--- config.mk ---
export PLATFORM = sky130hd
export DESIGN_NAME = pss_ram
export DESIGN_NICKNAME = d
export VERILOG_FILES = /design/src/sv/pss_ram.sv
export SDC_FILE = /design/constraint.sdc
export NUM_CORES = 2
export LEC_CHECK = 0
export BUFFER_PORTS_ARGS = -buffer_cell sky130_fd_sc_hd__buf_2
export CAP_MARGIN = 10
export CORE_MARGIN = 10
export CORE_UTILIZATION = 40
export DETAILED_ROUTE_END_ITERATION = 8
export PLACE_DENSITY_LB_ADDON = 0.15
export SYNTH_ARGS = -nofsm -noshare
export SYNTH_HDL_FRONTEND = slang
export SYNTH_SLANG_ARGS = --single-unit
export TNS_END_PERCENT = 10
--- constraint.sdc ---
create_clock -name clk -period 3.2 [get_ports clk]
set_input_delay 0.16 -clock clk [delete_from_list [all_inputs] [get_ports clk]]
set_output_delay 0.16 -clock clk [all_outputs]
set_load 0.02 [all_outputs]
--- src/sv/pss_ram.sv ---
// Generic single-port RAM with registered read.
module pss_ram #(
  parameter int WIDTH = 16,
  parameter int DEPTH = 256
) (
  input  logic                     clk,
  input  logic                     we,
  input  logic [$clog2(DEPTH)-1:0] addr,
  input  logic [WIDTH-1:0]         wdata,
  output logic [WIDTH-1:0]         rdata
);

  logic [WIDTH-1:0] mem [DEPTH];

  // Write the addressed word and register the word it held before the write.
  always_ff @(posedge clk) begin
    if (we) begin
      mem[addr] <= wdata;
    end
    rdata <= mem[addr];
  end

endmodule

Word-level counts from Yosys, hierarchy flattened
Memories as Yosys holds them, arrays and structs flattened. A register that Yosys moved wholly into a read port is not among the register bits.
Index checks and enable logic that the tools add are counted.

word-level totals
  bits in writable memories = 4096
  memories kept = 1
  bits in registers = 0

memories
  memory  words  bits a word  read ports  clocked after Yosys merged registers in  write ports  RTL line  source
  mem     256    16           1           1                                        1            13        logic [WIDTH-1:0] mem [DEPTH];

operators by class
  mux-type cells = 2

operators with widths
  operator           count
  two-way mux 1 bit  2

Depth between registers and ports, before layout
  depth after elaboration = 2
  mapped depth = 10
  depth with buffers taken out = 5

Least setup slack after synthesis
No wires, ideal clock.

  kind = input-to-reg
  start point = input addr[0]
  end point = memory mem[145][0] (enable)
  library setup time = 0.409 ns
  arrival = 2.449 ns
  stages = 7
  path buffers = 5
  required time = 2.791 ns
  setup slack = 0.342 ns
  path through = clkbuf_1 > buf_6 > clkbuf_1 > buf_2 > nand2b_1 > clkbuf_1 > nor3_1

RTL lines
  item         RTL line  source
  from (decl)  8         input logic [$clog2(DEPTH)-1:0] addr,
  to (decl)    13

No word-level cell before the write port.

==> impl_metrics.py <==
metrics = {
    "outcome": {
        "outcome": "finished, final reports clean",
    },
    "floorplanning": {
        "dieArea_um2": 414000,
        "die_y_um": 643,
        "core_um2": 386000,
        "io_pins": 42,
        "initial_utilization": 0.402,
        "dieWidth_um": 643,
        "row_count": 228,
    },
    "placed_design": {
        "post-place-ws_ns": -0.814,
        "place_area_um2": 171000,
        "dp_cells": 12400,
        "dp_hpwl_um": 270000,
        "gp_congestion": 0.801,
        "io_buffers": 41,
    },
    "power": {
        "comb_power_share": 0.052,
        "swShare": 0.216,
        "power_switching_mw": 24.5,
        "worst_ir_drop_vdd_mv": 0.460,
        "p_leak_nw": 57.6,
        "p_total_mw": 113,
        "p_int_mw": 88.8,
        "p_seq_frac": 0.525,
        "power_density_nw_per_um2": 613,
        "clkPwrFrac": 0.423,
    },
    "sta": {
        "hold_viol_final": 0,
        "fin_setup_tns_ns": 0,
        "fin_skew_ns": 0.0372,
        "finalCritPeriodShare": 0.987,
        "worstMarginPinSlew_ns": 1.28,
        "setup_viol": 0,
        "rsz0062_at_grt": "no",
        "whs_ns": 0.159,
        "slew_viol_final": 0,
        "maxSlewHeadroom": 0.140,
        "max_clock_freq_mhz": 317,
        "setup_ws_ns": 0.0416,
        "fin_crit_ns": 3.16,
    },
    "yosys": {
        "synth.top_cells.by_area": "edfxtp_1 (79%), mux4_2 (15%), a22oi_1 (2.5%), a21oi_1 (0.82%), clkbuf_1 (0.60%)",
        "synth-compound-area-share": 0.0366,
        "yosysSeqAreaShare": 0.794,
        "syn_inst": 6727,
        "synth_mux_area_frac": 0.148,
        "yosys.area_share.adder": 0,
        "yosysTopAreaCellShare": 0.791,
        "postSynthAreaPerCell_um2": 23.1,
        "yosys.area_share.simple": 0.00907,
        "synth_top_family_by_area": "multiplexers",
        "yosys_warnings": 0,
        "synth_area_um2": 155000,
        "synth_cell_type_count": 22,
        "yosysTopAreaCell": "edfxtp_1",
        "synth-seq-cells": 4112,
        "yosys.area_share.xor_xnor": 0,
        "synth_nets": 6753,
    },
    "drt": {
        "wl_um": 440000,
        "viasPerCell": 5.76,
        "wire_per_inst_um": 33.2,
        "drtAntennaViolNets": 0,
        "route.vias.total": 76300,
        "firstDrtPassIters": 6,
        "first_iter_violations": 9152,
        "drc": 0,
    },
    "hold_path": {
        "min_path_type": "in2reg",
    },
    "final_layout": {
        "multi_input_area_um2": 30800,
        "drive_above_1_share": 0.334,
        "layout.nets": 7715,
        "register_area_um2": 123000,
        "fin_util": 0.479,
        "design_area_um2": 185000,
        "num-fill-cells": 31500,
        "mostFrequentLayoutCells": "edfxtp_1 (4,096), mux4_2 (1,024), buf_4 (612), a22oi_1 (512), clkbuf_16 (430)",
        "final_cells": 13200,
        "layout.cells.most_common": "edfxtp_1",
        "syn_to_final_growth_pct": 18.9,
    },
    "worst_setup_path": {
        "critPathLaunchType": "flip-flop",
        "crit_arrival_ns": 3.92,
        "required_ns": 3.97,
        "crit_slowest_cell": "o41ai_2",
        "crit_fanout": 2,
        "slowest_delay_ns": 1.20,
        "worstSetupPathType": "reg2reg",
        "endpoint_kind": "flip-flop",
        "crit_family": "compound AO/OA/AOI/OAI gates",
        "path_buf_inv": 0,
        "rrSetupSlack_ns": 0.04,
        "crit_chain": "mux4_2 > a22oi_1 > a21oi_1 > o41ai_2 > nand4_1",
    },
    "clocking": {
        "post_cts_resized": 0,
        "clock_path_buffers": 4,
        "postCtsSetupRepairBufs": 0,
        "cts_htree_levels": 5,
        "hold_buffers": 18,
        "clk_latency_ns": 0.98,
        "numCtsBuffers": 426,
        "path_clk_slew_ns": 0.06,
        "ctsRootBufferMaster": "clkbuf_16",
        "cts_tree": "yes",
        "cts.sinks": 4112,
    },
    "grt": {
        "grt_max_degree": 114,
        "grt_pass1_vias": 78100,
        "grt_use_total": 0.208,
        "grt_pass1_wl_um": 619000,
        "antenna_found_initial": 35,
        "grt_overflow": 0,
    },
    "run": {
        "drv_cap": 0,
    },
}
## area by class of cell
cell class                 instances  area share
antenna                           25    0.000338
timing repair buffer             954      0.0584
sequential                      4112       0.667
tap                             5175      0.0350
inverter                           1   0.0000203
clock buffer                     540      0.0608
clock inverter                   243      0.0114
multi-input combinational       2194       0.167
## kinds of logic (layout without fill, tap and decap cells)
kind of cell,Yosys count,count (layout)
other,0,25
AOI/OAI and AO/OA,832,832
and+or+nand+nor,338,338
buffers and inverters,421,1738
DFF,4112,4112
muxes,1024,1024
## path summary, 6_finish.rpt
path                     start   endpoint  cells after the start
setup / recovery  mem[175][12]  rdata[12]                      5
hold / removal         addr[6]   rdata[9]                      5
setup reg to reg  mem[175][12]  rdata[12]                      5
hold reg to reg    mem[138][3]   rdata[3]                      5
## per-layer routing
metal  GRT usage  routed length, µm  share of wire  up-vias
li1            -                  -              -    31100
met1       0.297             186000           0.42    42000
met2       0.338             213000           0.48     2738
met3      0.0315              28600          0.065      524
met4      0.0516              11900          0.027        8
met5           0                 53        0.00012        -
## registers in the layout, indices dropped and copies added, names as in the netlist
name,count
mem,4096
rdata,16
## power groups by stage
stage | combinational, mW | sequential [mW] | clock, mW
after global placement | 5.85 | 60.6 | 0
after CTS | 5.96 | 59.5 | 48.8
after detailed placement | 5.93 | 60.6 | 0
after floorplan | 2.55 | 60.6 | 0
after global routing | 6.17 | 59.5 | 51.0
final | 5.86 | 59.5 | 47.9
## Yosys cell counts
master and count:
edfxtp_1 4096, mux4_2 1024, a22oi_1 512, a21oi_1 256, clkbuf_1 249, nor2_1 232
buf_2 76, o41ai_1 64, buf_1 54, nor3_1 30, nand2_1 28, buf_6 25
buf_4 16, dfxtp_1 16, nand4_1 16, nand3_1 13, nor2b_1 7, nand2b_1 6
and2_1 3, or2_2 2, inv_1 1, or3_1 1
## worst min-delay path: cells and delay by family
family | cells | cell delay (ns)
AO/OA/AOI/OAI | 1 | 0.06
buffers and inverters | 2 | 0.50
AND/OR/NAND/NOR | 2 | 0.31
No activity file was read; power rests on OpenSTA's default activity.
