**src/sv/pss_pkg.sv**
```systemverilog
// Package for the polygon simplicity sweep: constants, control types, helpers.
package pss_pkg;

  localparam int MaxVerticesDefault = 256;
  localparam int CoordBitsDefault   = 16;

  // Sign of a cross product coded in two bits.
  localparam logic [1:0] SIGN_ZERO = 2'b00;
  localparam logic [1:0] SIGN_POS  = 2'b01;
  localparam logic [1:0] SIGN_NEG  = 2'b11;

  // Control from the sequencer to the cross-product unit.
  typedef struct packed {
    logic start;
  } cross_ctl_t;

  // Product of two signs is positive when both are nonzero and equal.
  function automatic logic sign_prod_pos(input logic [1:0] a, input logic [1:0] b);
    sign_prod_pos = (a != SIGN_ZERO) && (b != SIGN_ZERO) && (a == b);
  endfunction

endpackage

```
**src/sv/pss_cross.sv**
```systemverilog
// Multi-cycle cross-product sign unit: (p1-p0) x (p2-p0), one product per cycle.
module pss_cross #(
  parameter int COORD_BITS = 16
) (
  input  logic                         clk,
  input  logic                         rst,
  input  pss_pkg::cross_ctl_t          ctl,
  input  logic signed [COORD_BITS-1:0] x0,
  input  logic signed [COORD_BITS-1:0] y0,
  input  logic signed [COORD_BITS-1:0] x1,
  input  logic signed [COORD_BITS-1:0] y1,
  input  logic signed [COORD_BITS-1:0] x2,
  input  logic signed [COORD_BITS-1:0] y2,
  output logic                         done,
  output logic [1:0]                   sgn
);
  import pss_pkg::*;

  localparam int DW = COORD_BITS + 1;
  localparam int PW = 2 * DW;

  logic signed [DW-1:0] ax, ay, bx, by;
  logic signed [PW-1:0] p0;
  logic signed [PW-1:0] p1;
  logic signed [PW:0]   diff;
  logic [1:0]           phase;

  assign diff = {p0[PW-1], p0} - {p1[PW-1], p1};

  // Phase 0 takes differences, phases 1 and 2 one product each, then phase 3 signals done with the sign.
  always_ff @(posedge clk) begin
    if (rst) begin
      phase <= 2'd0;
      done  <= 1'b0;
    end else begin
      done <= 1'b0;
      case (phase)
        2'd0: begin
          if (ctl.start) begin
            ax    <= DW'(x1) - DW'(x0);
            ay    <= DW'(y1) - DW'(y0);
            bx    <= DW'(x2) - DW'(x0);
            by    <= DW'(y2) - DW'(y0);
            phase <= 2'd1;
          end
        end
        2'd1: begin
          p0    <= ax * by;
          phase <= 2'd2;
        end
        2'd2: begin
          p1    <= bx * ay;
          phase <= 2'd3;
        end
        default: begin
          done  <= 1'b1;
          phase <= 2'd0;
        end
      endcase
    end
  end

  always_comb begin
    if (diff == '0) begin
      sgn = SIGN_ZERO;
    end else if (diff[PW]) begin
      sgn = SIGN_NEG;
    end else begin
      sgn = SIGN_POS;
    end
  end

endmodule

```
**config.mk**
```make
export PLATFORM = sky130hd
export DESIGN_NAME = pss_cross
export DESIGN_NICKNAME = d
export VERILOG_FILES = /design/src/sv/pss_pkg.sv /design/src/sv/pss_cross.sv
export SDC_FILE = /design/constraint.sdc
export NUM_CORES = 2
export LEC_CHECK = 0
export ABC_AREA = 1
export BUFFER_PORTS_ARGS = -buffer_cell sky130_fd_sc_hd__buf_2
export CAP_MARGIN = 15
export CORE_UTILIZATION = 60
export DETAILED_ROUTE_END_ITERATION = 6
export GPL_TIMING_DRIVEN = 0
export PLACE_DENSITY_LB_ADDON = 0.2
export RECOVER_POWER = 50
export REMOVE_ABC_BUFFERS = 1
export SLEW_MARGIN = 10
export SYNTH_ARGS = -nofsm -noshare
export SYNTH_HDL_FRONTEND = slang
export SYNTH_SLANG_ARGS = --single-unit
export TNS_END_PERCENT = 50
```
**constraint.sdc**
```tcl
create_clock -name clk -period 6.4 [get_ports clk]
set_input_delay 0 -clock clk [delete_from_list [all_inputs] [get_ports clk]]
set_output_delay 0 -clock clk [all_outputs]
set_load 0.1 [all_outputs]
```
; ---- Yosys cells after proc, flatten, opt, wreduce, memory -nomap -nowiden
; Cells that the tools add are included.
[word_totals]
regBits = 139
wordCells = 30
out_inout_bits = 3
in_bits = 99
[classes]
muxes = 5
add_sub_neg = 5
multipliers = 2
n_reduce_logical = 6
bitwise_logic = 1
n_eq_ne = 3
[op_table]
columns = cell, count
row1 = 17-bit by 17-bit multiplier with 34-bit output, 2
row2 = 16-bit by 16-bit subtractor with 17-bit output, 4
row3 = 35-bit logical NOT, 1
row4 = 34-bit by 34-bit subtractor with 35-bit output, 1
row5 = 2-bit 2-to-1 mux, 3
row6 = 2-bit one-hot mux with 3 select lines, 1
row7 = 2-bit AND reduction, 2
row8 = 3-bit AND reduction, 1
row9 = 3-bit OR reduction, 1
row10 = "2-bit by 1-bit equality test with 1-bit output, second input constant", 1
row11 = "2-bit equality test, second input constant", 1
row12 = 2-bit logical NOT, 1
row13 = "2-bit != test, second input constant", 1
row14 = 1-bit 2-to-1 mux, 1
row15 = 1-bit NOT, 1

; ---- Depth between registers and ports, before layout
[logic_depth]
depth_word = 3
mapped_depth = 31
mapped_depth_nobuf = 29

; ---- Worst setup path before layout
; Ideal clock, no wire load.
[synth_path]
path_type = flip-flop to flip-flop
start = register phase[0]
end = register ax[0] (enable)
synth_period_minus_slack_ps = 6139
stages_incl_launch_ff = 5
arrival_time_ps = 5546
path_buffers = 0
slack_ps = 261
required_time_ps = 5807
setup_time_ps = 593
path_cell_list = dfxtp_1 inv_1 ha_1 inv_1 nor3b_1
[synth_via]
elab_chain_cells = 2
[synth_rtl]
columns = element, line
row1 = start: declaration, pss_cross.sv:26  ; logic [1:0] phase;
row2 = start signal: assignment, pss_cross.sv:33  ; phase <= 2'd0;
row3 = start signal: assignment, pss_cross.sv:44  ; phase <= 2'd1;
row4 = start signal: assignment, pss_cross.sv:49  ; phase <= 2'd2;
row5 = 2-bit logical NOT, pss_cross.sv:37  ; case (phase)
row6 = 3-bit AND reduction (no source line), -
row7 = end signal: assignment, pss_cross.sv:40  ; ax <= DW'(x1) - DW'(x0);
row8 = end: declaration, pss_cross.sv:22  ; logic signed [DW-1:0] ax, ay, bx, by;
; No other way between the ends.
; A chain may end at the register's enable or synchronous reset.

; ---- Worst setup path after layout
[layout_path]
start = register ax[16]
end = register p0[30] (data pin)
[layout_via]
elab_chain_cells = 1
[layout_rtl]
columns = element, line
row1 = 17-bit by 17-bit multiplier with 34-bit output, pss_cross.sv:48  ; p0 <= ax * by;
row2 = end signal: assignment, pss_cross.sv:48
row3 = end: declaration, pss_cross.sv:23  ; logic signed [PW-1:0] p0;
; No other way between the ends.

==> flow_summary.toml <==
[run_status]
outcome = "finished with violations"
violations = "design-rule violations, max-capacitance violations, max-slew violations"

[worst_setup_path]
crit_fanout = 8
criticalPathCategory = "flop to flop"
slowest_delay_ps = 770
required_ps = 6640
crit_top_cell = "fa_1"
crit_path_end_kind = "flop"
worstPathArrival_ps = 6360
slowest_stage = "fa_1"
critical_path.startpoint_type = "flop"
cp_cell_sequence = "nand2_1 > inv_1 > fa_1 > fa_2 > fa_1 > fa_1 > fa_1 > inv_1 > fa_1 > inv_1 > ha_1 > a21oi_1 > inv_1 > a31oi_1 > nor3_1 > a211oi_1 > o21a_1 > o41ai_1 > xor2_1"

[timing]
final_max_slew_viol_count = 65
tightest_slew_ps = 1690
period_needed_ps = 6120
setup_viol = 0
slew_headroom_pct = -12.9
period_share_pct = 95.6
fmax_ghz = 0.163
hold_violations = 0
finalClockSkew_ps = 14.0
whs_ps = 24.2

[yosys]
syn_inst = 3786
synth_seq_cells = 139
synth_area_um2 = 31500
yosysSeqAreaShare_pct = 13.1
synth.top_cell.area_share_pct = 37.9
yosysTopAreaCell = "fa_1"
synthTopCellsByArea = "fa_1 38%, inv_1 13%, edfxtp_1 13%"
yosysWarningCount = 0
syn_avg_cell_area_um2 = 8.33
synth.distinct_cells = 52

[global_route]
grt.total_usage_pct = 29.1
overflow = 0
antenna_found_initial = 0
grt_pass1_wl_um = 121000
grt_max_degree = 33
first_global_vias = 24300

[place]
dp_hpwl_um = 60500
port_buffers = 101
place_area_um2 = 32500
gp_congestion = 0.938

[clock_tree]
clk_latency_ps = 480
cts_tree = "built"
cts.sinks = 139
clock_path_buffers = 2
path_clk_slew_ps = 70
cts_buffers = 17
htreeDepth = 4
cts_root_buffer = "clkbuf_16"

[finish]
final_core_util_pct = 66.5
drive_above_1_share_pct = 8.27
fillers = 4238
area_growth_syn_to_layout_pct = 8.90
regArea_um2 = 4140
nets = 4873
multi_input_area_um2 = 22600
final_area_um2 = 34300
diodes = 0

[floorplan]
start_util_pct = 61.1
chipHeight_um = 231
die_area_um2 = 53500
row_count = 83
ios = 102
fp.dieW_um = 231
core_area_um2 = 51600

[flow_run]
maxCapViolations = 2

[detailed_routing]
wirelength_um = 73800
drc = 2
drt-vias-per-instance = 5.13
num_vias = 23600
drt_iter0_drc = 1773
first_pass_iters = 7
ant_nets = 0
wl_per_cell_um = 16.0

[worst_hold_path]
min_path_type = "input pin to flop"
-- cells by family (layout without fill, tap and decap cells) --
kind of cell	after synthesis	in the layout	share of synthesized area, %
compound gates	277	277	5.32
simple gates	1114	1114	14.3
flops	139	139	13.1
xor+xnor	132	132	3.67
fa+ha+maj	868	868	48.7
buf+inv	1256	1389	15.0
-- path summary, 6_finish.rpt --
| kind | start | to | slack [ps] | cells after the start |
|---|---|---|---|---|
| worst max-delay path | ax[16] | p0[30] | 280 | 19 |
| worst min-delay path | x1[2] | ax[2] | 20 | 3 |
| worst max register to register | ax[16] | p0[30] | 280 | 19 |
| worst min register to register | phase[1] | phase[1] | 550 | 2 |
-- worst max-delay path: cells and delay by family, from the launching register on --
kind / cells / cell delay, ps
buf+inv: 4 / 270
simple gates: 2 / 230
flops: 1 / 460
compound gates: 5 / 840
xor+xnor: 1 / 350
fa+ha+maj: 7 / 3720
-- flip-flops by register name, summed over array words and instances, names as in the netlist --
register	flops
ax	17
p0	34
phase	2
done	1
bx	17
by	17
ay	17
p1	34
-- Yosys cell counts (all sizes together) --
cell and count:
o311ai 1, dfxtp 3, fa 596, nand3b 8
a21oi 147, nor2b 1, o21ai 51, nand2 885
edfxtp 136, o221ai 1, and2 3, clkbuf 133
o31ai 4, o21bai 5, or2 10, a31oi 17
ha 272, o22ai 4, inv 1122, o211ai 9
o41ai 1, a21o 11, xor2 75, a221oi 1
a22o 2, nor3b 1, a211oi 5, nand4 13
nor4 4, o21a 5, nor3 11, nand3 48
xnor2 57, a21boi 13, buf 1, nor2 130
-- layout by cell type, fill, tap and decap left out, types with 10 or more instances in the layout --
| cell type | synthesis | routed |
|---|---|---|
| a21oi_1 | 135 | 136 |
| nand4_1 | 13 | 13 |
| o21ai_0 | 24 | 34 |
| nor2_1 | 124 | 124 |
| fa_1 | 596 | 593 |
| xor2_1 | 75 | 75 |
| inv_1 | 1116 | 1116 |
| ha_1 | 272 | 272 |
| nor3_1 | 10 | 10 |
| a21o_1 | 11 | 11 |
| buf_4 | 0 | 96 |
| a31oi_1 | 17 | 17 |
| clkbuf_16 | 0 | 17 |
| nand2_1 | 859 | 859 |
| nand2_2 | 24 | 24 |
| edfxtp_1 | 136 | 136 |
| a21oi_2 | 11 | 10 |
| xnor2_1 | 57 | 57 |
| nand3_1 | 46 | 46 |
| buf_12 | 0 | 24 |
| buf_2 | 0 | 98 |
-- stage by stage --
| step | TNS [ps] | instances | worst slack (ps) |
|---|---|---|---|
| floorplan | 0 | 3652 | 261 |
| global placement | -92590 | 4433 | -1360 |
| detailed placement | -973 | 4441 | -299 |
| CTS | 0 | 4494 | 12.4 |
| global route | -113 | 4599 | -69.5 |
| finish | 0 | 4599 | 281 |
-- layout make-up --
| cell class | instances | area share [%] |
|---|---|---|
| clock inverters | 15 | 0.660 |
| flip-flops and latches | 139 | 12.1 |
| inverters | 1122 | 12.3 |
| well taps | 680 | 2.48 |
| clock buffers | 17 | 1.24 |
| repair buffers | 235 | 5.30 |
| multi-input cells | 2391 | 66.0 |
-- metal layers --
metal  vias to the layer above  GRT usage (%)  wire (um)
met5                         -              0          0
met4                         0           8.77       1920
met3                       123           4.70       5070
met2                       808           49.0      35400
met1                     11400           38.7      31400
li1                      11300              -          -
-- timing repair --
item                       CTS  global route
hold buffers                 9             0
pin swaps                    0             1
buffers inserted            12           105
hold endpoints to repair    16             0
setup endpoints to repair    4            21
gates resized for setup      0             3
Power is left out: the tool's default activity adds up to more than one toggle a clock period on the data nets, which glitch-free logic cannot reach.
